**config.mk**
```make
export PLATFORM = sky130hd
export DESIGN_NAME = tsib_div
export DESIGN_NICKNAME = d
export VERILOG_FILES = /design/src/design/timestamped_snapshot_interp_buffer_unit_assert.svh /design/src/design/tsib_pkg.sv /design/src/design/tsib_div.sv
export SDC_FILE = /design/constraint.sdc
export NUM_CORES = 1
export LEC_CHECK = 0
export BUFFER_PORTS_ARGS = -buffer_cell sky130_fd_sc_hd__buf_2
export CAP_MARGIN = 20
export CELL_PAD_IN_SITES_DETAIL_PLACEMENT = 1
export CELL_PAD_IN_SITES_GLOBAL_PLACEMENT = 2
export CORE_MARGIN = 4
export CORE_UTILIZATION = 37
export CTS_BUF_LIST = sky130_fd_sc_hd__clkbuf_4 sky130_fd_sc_hd__clkbuf_8
export DETAILED_ROUTE_END_ITERATION = 6
export PLACE_DENSITY = 0.8
export SLEW_MARGIN = 30
export SYNTH_ARGS = -nofsm -noshare
export SYNTH_HDL_FRONTEND = slang
export SYNTH_SLANG_ARGS = --single-unit
```
**constraint.sdc**
```tcl
create_clock -name clk -period 3.9 [get_ports clk]
set_clock_uncertainty 0.05 [all_clocks]
set_input_delay 0.39 -clock clk [delete_from_list [all_inputs] [get_ports clk]]
set_output_delay 0.39 -clock clk [all_outputs]
set_load 0.01 [all_outputs]
```
**src/design/timestamped_snapshot_interp_buffer_unit_assert.svh**
```systemverilog
// Assertion macros for the snapshot interpolation buffer.
`ifndef TIMESTAMPED_SNAPSHOT_INTERP_BUFFER_UNIT_ASSERT_SVH
`define TIMESTAMPED_SNAPSHOT_INTERP_BUFFER_UNIT_ASSERT_SVH
// Implication checked on every clock edge outside reset.
`define TSIB_ASSERT_IMPL(label, clk, rst_n, ante, cons) \
  label: assert property (@(posedge clk) disable iff (!rst_n) (ante) |-> (cons)) \
    else $error("assertion failed");
// Next-cycle implication checked outside reset.
`define TSIB_ASSERT_NEXT(label, clk, rst_n, ante, cons) \
  label: assert property (@(posedge clk) disable iff (!rst_n) (ante) |=> (cons)) \
    else $error("assertion failed");
`endif

```
**src/design/tsib_pkg.sv**
```systemverilog
// Shared constants and types for the snapshot interpolation buffer.
package tsib_pkg;
  localparam int TIME_W = 48;
  localparam int LAG_W = 16;
  localparam int MIX_W = 17;
  localparam int OUT_W = 32;
  localparam logic [1:0] FUNC_PUSH = 2'd0;
  localparam logic [1:0] FUNC_SAMPLE = 2'd1;
  localparam logic [1:0] FUNC_CLEAR = 2'd2;
  localparam logic [1:0] ST_SEED = 2'd0;
  localparam logic [1:0] ST_NEWEST = 2'd1;
  localparam logic [1:0] ST_BRACKET = 2'd2;
  localparam logic [1:0] ST_OLDEST = 2'd3;
  localparam logic [MIX_W-1:0] ONE_Q16 = 17'h10000;
  localparam logic [TIME_W-1:0] MIN_SPAN_US = 48'd10;
  localparam logic [0:0] REG_LAG = 1'b0;
  localparam logic [0:0] REG_ENABLE = 1'b1;
  typedef struct packed {
    logic start;
    logic [TIME_W-1:0] num;
    logic [TIME_W-1:0] den;
  } div_req_t;
endpackage

```
**src/design/tsib_div.sv**
```systemverilog
// Iterative Q1.16 ratio unit, one quotient bit per cycle.
module tsib_div (
  input  logic clk,
  input  logic rst_n,
  input  tsib_pkg::div_req_t req,
  output logic done,
  output logic [tsib_pkg::MIX_W-1:0] quo
);
  logic [tsib_pkg::TIME_W:0] rem_r, rem_nxt, sh;
  logic [tsib_pkg::TIME_W-1:0] den_r;
  logic [15:0] q_r, q_nxt;
  logic [4:0] cnt_r, cnt_nxt;
  logic busy_r, busy_nxt, one_r, one_nxt, done_r, done_nxt;

  always_comb begin
    rem_nxt = rem_r;
    q_nxt = q_r;
    cnt_nxt = cnt_r;
    busy_nxt = busy_r;
    one_nxt = one_r;
    done_nxt = 1'b0;
    sh = {rem_r[tsib_pkg::TIME_W-1:0], 1'b0};
    if (req.start) begin
      one_nxt = req.num >= req.den;
      rem_nxt = {1'b0, req.num};
      q_nxt = '0;
      cnt_nxt = 5'd0;
      busy_nxt = 1'b1;
    end else if (busy_r) begin
      if (one_r || cnt_r == 5'd16) begin
        busy_nxt = 1'b0;
        done_nxt = 1'b1;
      end else begin
        if (sh >= {1'b0, den_r}) begin
          rem_nxt = sh - {1'b0, den_r};
          q_nxt = {q_r[14:0], 1'b1};
        end else begin
          rem_nxt = sh;
          q_nxt = {q_r[14:0], 1'b0};
        end
        cnt_nxt = cnt_r + 5'd1;
      end
    end
  end

  always_ff @(posedge clk) begin
    if (!rst_n) begin
      busy_r <= 1'b0;
      done_r <= 1'b0;
    end else begin
      busy_r <= busy_nxt;
      done_r <= done_nxt;
    end
    rem_r <= rem_nxt;
    q_r <= q_nxt;
    cnt_r <= cnt_nxt;
    one_r <= one_nxt;
    if (req.start) den_r <= req.den;
  end

  assign done = done_r;
  assign quo = one_r ? tsib_pkg::ONE_Q16 : {1'b0, q_r};
endmodule

```
==> flow_summary.ini <==
[status]
run_status = finished clean

[floorplanning]
start_util = 0.3778
dieArea_um2 = 27570
placementRows = 57
die-width_um = 166.1
core_um2 = 24460
die_y_um = 166.1
top_level_ports = 117

[power]
p_seq_frac = 0.320
power_leakage_nw = 4.728
comb_power_share = 0.456
finalPower_mw = 5.326
p_per_area_nw_per_um2 = 508.0
switchingPower_mw = 2.241
pwr-share-clk = 0.224
peakVddDrop_v = 0.0001849
internal_power_mw = 3.086
swShare = 0.4207

[timing]
setup_viol = 0
finalSetupTns_ps = 0
finalHoldViolCount = 0
worst_pin_slew_ps = 736.1
rsz0062_at_grt = false
slew_headroom = 0.5092
fmaxAchievable_mhz = 287.1
hold_ws_ps = 58.49
finalCriticalPeriod_ps = 3484
fin_crit_sh = 0.8932
slew_viol_final = 0

[setup_path]
reg2reg_depth = 11
cp-start-kind = flop
reg2reg_slack_ps = 420
crit_fanout = 37
cp-endpoint = rem_r[42]
arrival_ps = 3650
required_ps = 4070
r2r_end = rem_r[42]
crit_type = reg2reg
regToRegStartpoint = rem_r[31]
end_kind = flop
startpoint = rem_r[31]

[global_route]
grt_pass1_vias = 8335
overflow = 0
grt_use_total = 0.1876
grt_pass1_wl_um = 42810
grt_antenna_before_repair = 0
grt_max_degree = 63

[final_layout]
diodes = 0
layout.nets = 1356
area_delta_synth_final_pct = 13.44
final_layout_size_suffix_gt1_frac = 0.1469
final_area_um2 = 10490

[detailed_routing]
dr.pass1.iters = 5
drtIter0Drc = 484
vias_per_cell = 5.299
final_antenna_net_count = 0
wl_per_cell_um = 17.50
wirelength_um = 26160
drc = 0
vias = 7922

[synth]
synthArstFlopShare = 0
netlist_area_um2 = 9243
synth_cells = 1063
synthTopCellsByArea = edfxtp_1 32%, ha_1 13%, a21oi_1 6.2%
synthFlopType = edfxtp_1
yosysTopAreaCell = edfxtp_1
synth.avg_cell_area_um2 = 8.695
yosysSeqAreaShare = 0.3650
synth.distinct_cells = 76
synth_edf_count = 97
synth_fp_nets = 1261
ys_warn_count = 0
synth_top_cell_area_share = 0.3151
ys_ff_latch = 120

[clock_tree]
clkLatencyLatePin_ps = 470
hold_buffers = 0
cts_root_buffer = clkbuf_8
post-cts-setup-buffers = 0
numClockSinks = 120
htree_num_levels = 4
cts.clk_slew.worst_paths_ps = 100
cts_tree = built
clockBufferDepth = 2
numCtsBuffers = 17
cts.repair.resized = 0

[placement]
hpwl_um = 20310
place_area_um2 = 10100
portBuffers = 116
gp_congestion = 0.8677

[flow_run]
drv_cap = 0

[min_path]
hp-class = in2reg
-- power groups by stage --
stage	clock, mW	combinational, mW	sequential (mW)
final	1.19	2.43	1.70
after detailed placement	0	2.43	1.73
after global placement	0	2.40	1.73
after CTS	1.22	2.44	1.71
after global routing	1.27	2.74	1.73
after floorplan	0	1.81	1.70
-- logic make-up (layout without fill, tap and decap cells) --
kind of cell             count (synthesis)  count (layout)  share of synthesized area
multiplexers                            10              10                    0.01083
flip-flops                             120             120                     0.3650
AO/OA/AOI/OAI                          321             321                     0.2188
AND/OR/NAND/NOR                        304             304                     0.1584
buffers and inverters                  165             273                    0.07053
XOR/XNOR                                44              44                    0.04169
adder cells (fa/ha/maj)                 99              99                     0.1348
-- cells in the mapped netlist (3+ instances only) --
cell	number
a31oi_1	4
buf_2	13
inv_1	115
o21ai_0	71
o211ai_1	9
nor2_1	56
a211oi_1	8
a221oi_1	4
a21o_1	34
clkbuf_1	31
nor3_1	11
mux2i_1	10
or3_1	3
nand3_1	15
nor2b_1	25
and3_1	7
o21ai_1	8
a2111oi_0	3
o31ai_1	4
ha_1	98
nand4_1	27
and2_1	5
a21oi_1	115
o221ai_1	3
xnor2_1	22
dfxtp_1	23
nand2_1	123
nor4_1	8
nand2b_1	7
o21bai_1	10
xor2_1	22
edfxtp_1	97
o21a_1	21
-- critical path, cell delays in order (launching register included) --
cell,delay [ps]
edfxtp_1,420
ha_1,460
nand4_1,270
nor4_1,620
nand4_1,230
o211ai_1,140
a21oi_1,90
a2bb2oi_4,170
buf_4,280
a21oi_1,240
o21ai_0,120
o21a_1,120
-- through the flow --
stage / setup slack, ps / instances / utilization
final: 416.4 / 1495 / 0.4286
after global routing: 123.4 / 1495 / 0.4286
after global placement: 491.8 / 1463 / 0.4128
after floorplan: 938.5 / 1063 / -
after detailed placement: 479.2 / 1463 / 0.4128
after CTS: 439.5 / 1495 / 0.4286
-- worst min-delay path by stage --
stage | depth (start not counted) | endpoint | slack [ps] | start
global placement | 2 | done | 390 | busy_r
detailed placement | 2 | done | 390 | busy_r
global route | 1 | den_r[42] | 30 | req[42]
CTS | 1 | den_r[15] | 30 | req[15]
finish | 1 | den_r[9] | 60 | req[9]
floorplan | 2 | done | 370 | busy_r
-- routing by layer --
| metal | GRT usage | wire [um] | vias to the layer above | share of wire |
|---|---|---|---|---|
| met1 | 0.2461 | 12460 | 3815 | 0.48 |
| li1 | - | - | 3968 | - |
| met2 | 0.3297 | 12730 | 126 | 0.49 |
| met3 | 0.03142 | 799 | 13 | 0.031 |
| met5 | 0 | 0 | - | 0 |
| met4 | 0.03372 | 178 | 0 | 0.0068 |
-- cell type report --
class,instances,area [um2]
Timing Repair Buffer,125,663.1
Clock inverter,15,153.9
Fill cell,2971,13980
Sequential cell,120,3373
Multi-Input combinational cell,778,5220
Tap cell,324,405.4
Clock buffer,17,234.0
Inverter,116,435.4
-- sequential cells by signal, indices dropped and copies added, names as in the netlist --
signal,count
den_r,48
rem_r,48
q_r,16
cnt_r,5
busy_r,1
done,1
one_r,1
-- cell usage in the layout, fill, tap and decap left out, types with 17 or more instances in the layout --
cell and count:
xor2_1 22, buf_2 115, nand4_1 27, dfxtp_1 23, edfxtp_1 97, o21ai_0 71
o21a_1 21, nand2_1 122, nor2b_1 25, a21oi_1 115, ha_1 98, a21o_1 34
clkbuf_8 17, xnor2_1 22, nor2_1 56, inv_1 115
Power figures use the tool's default switching activity.
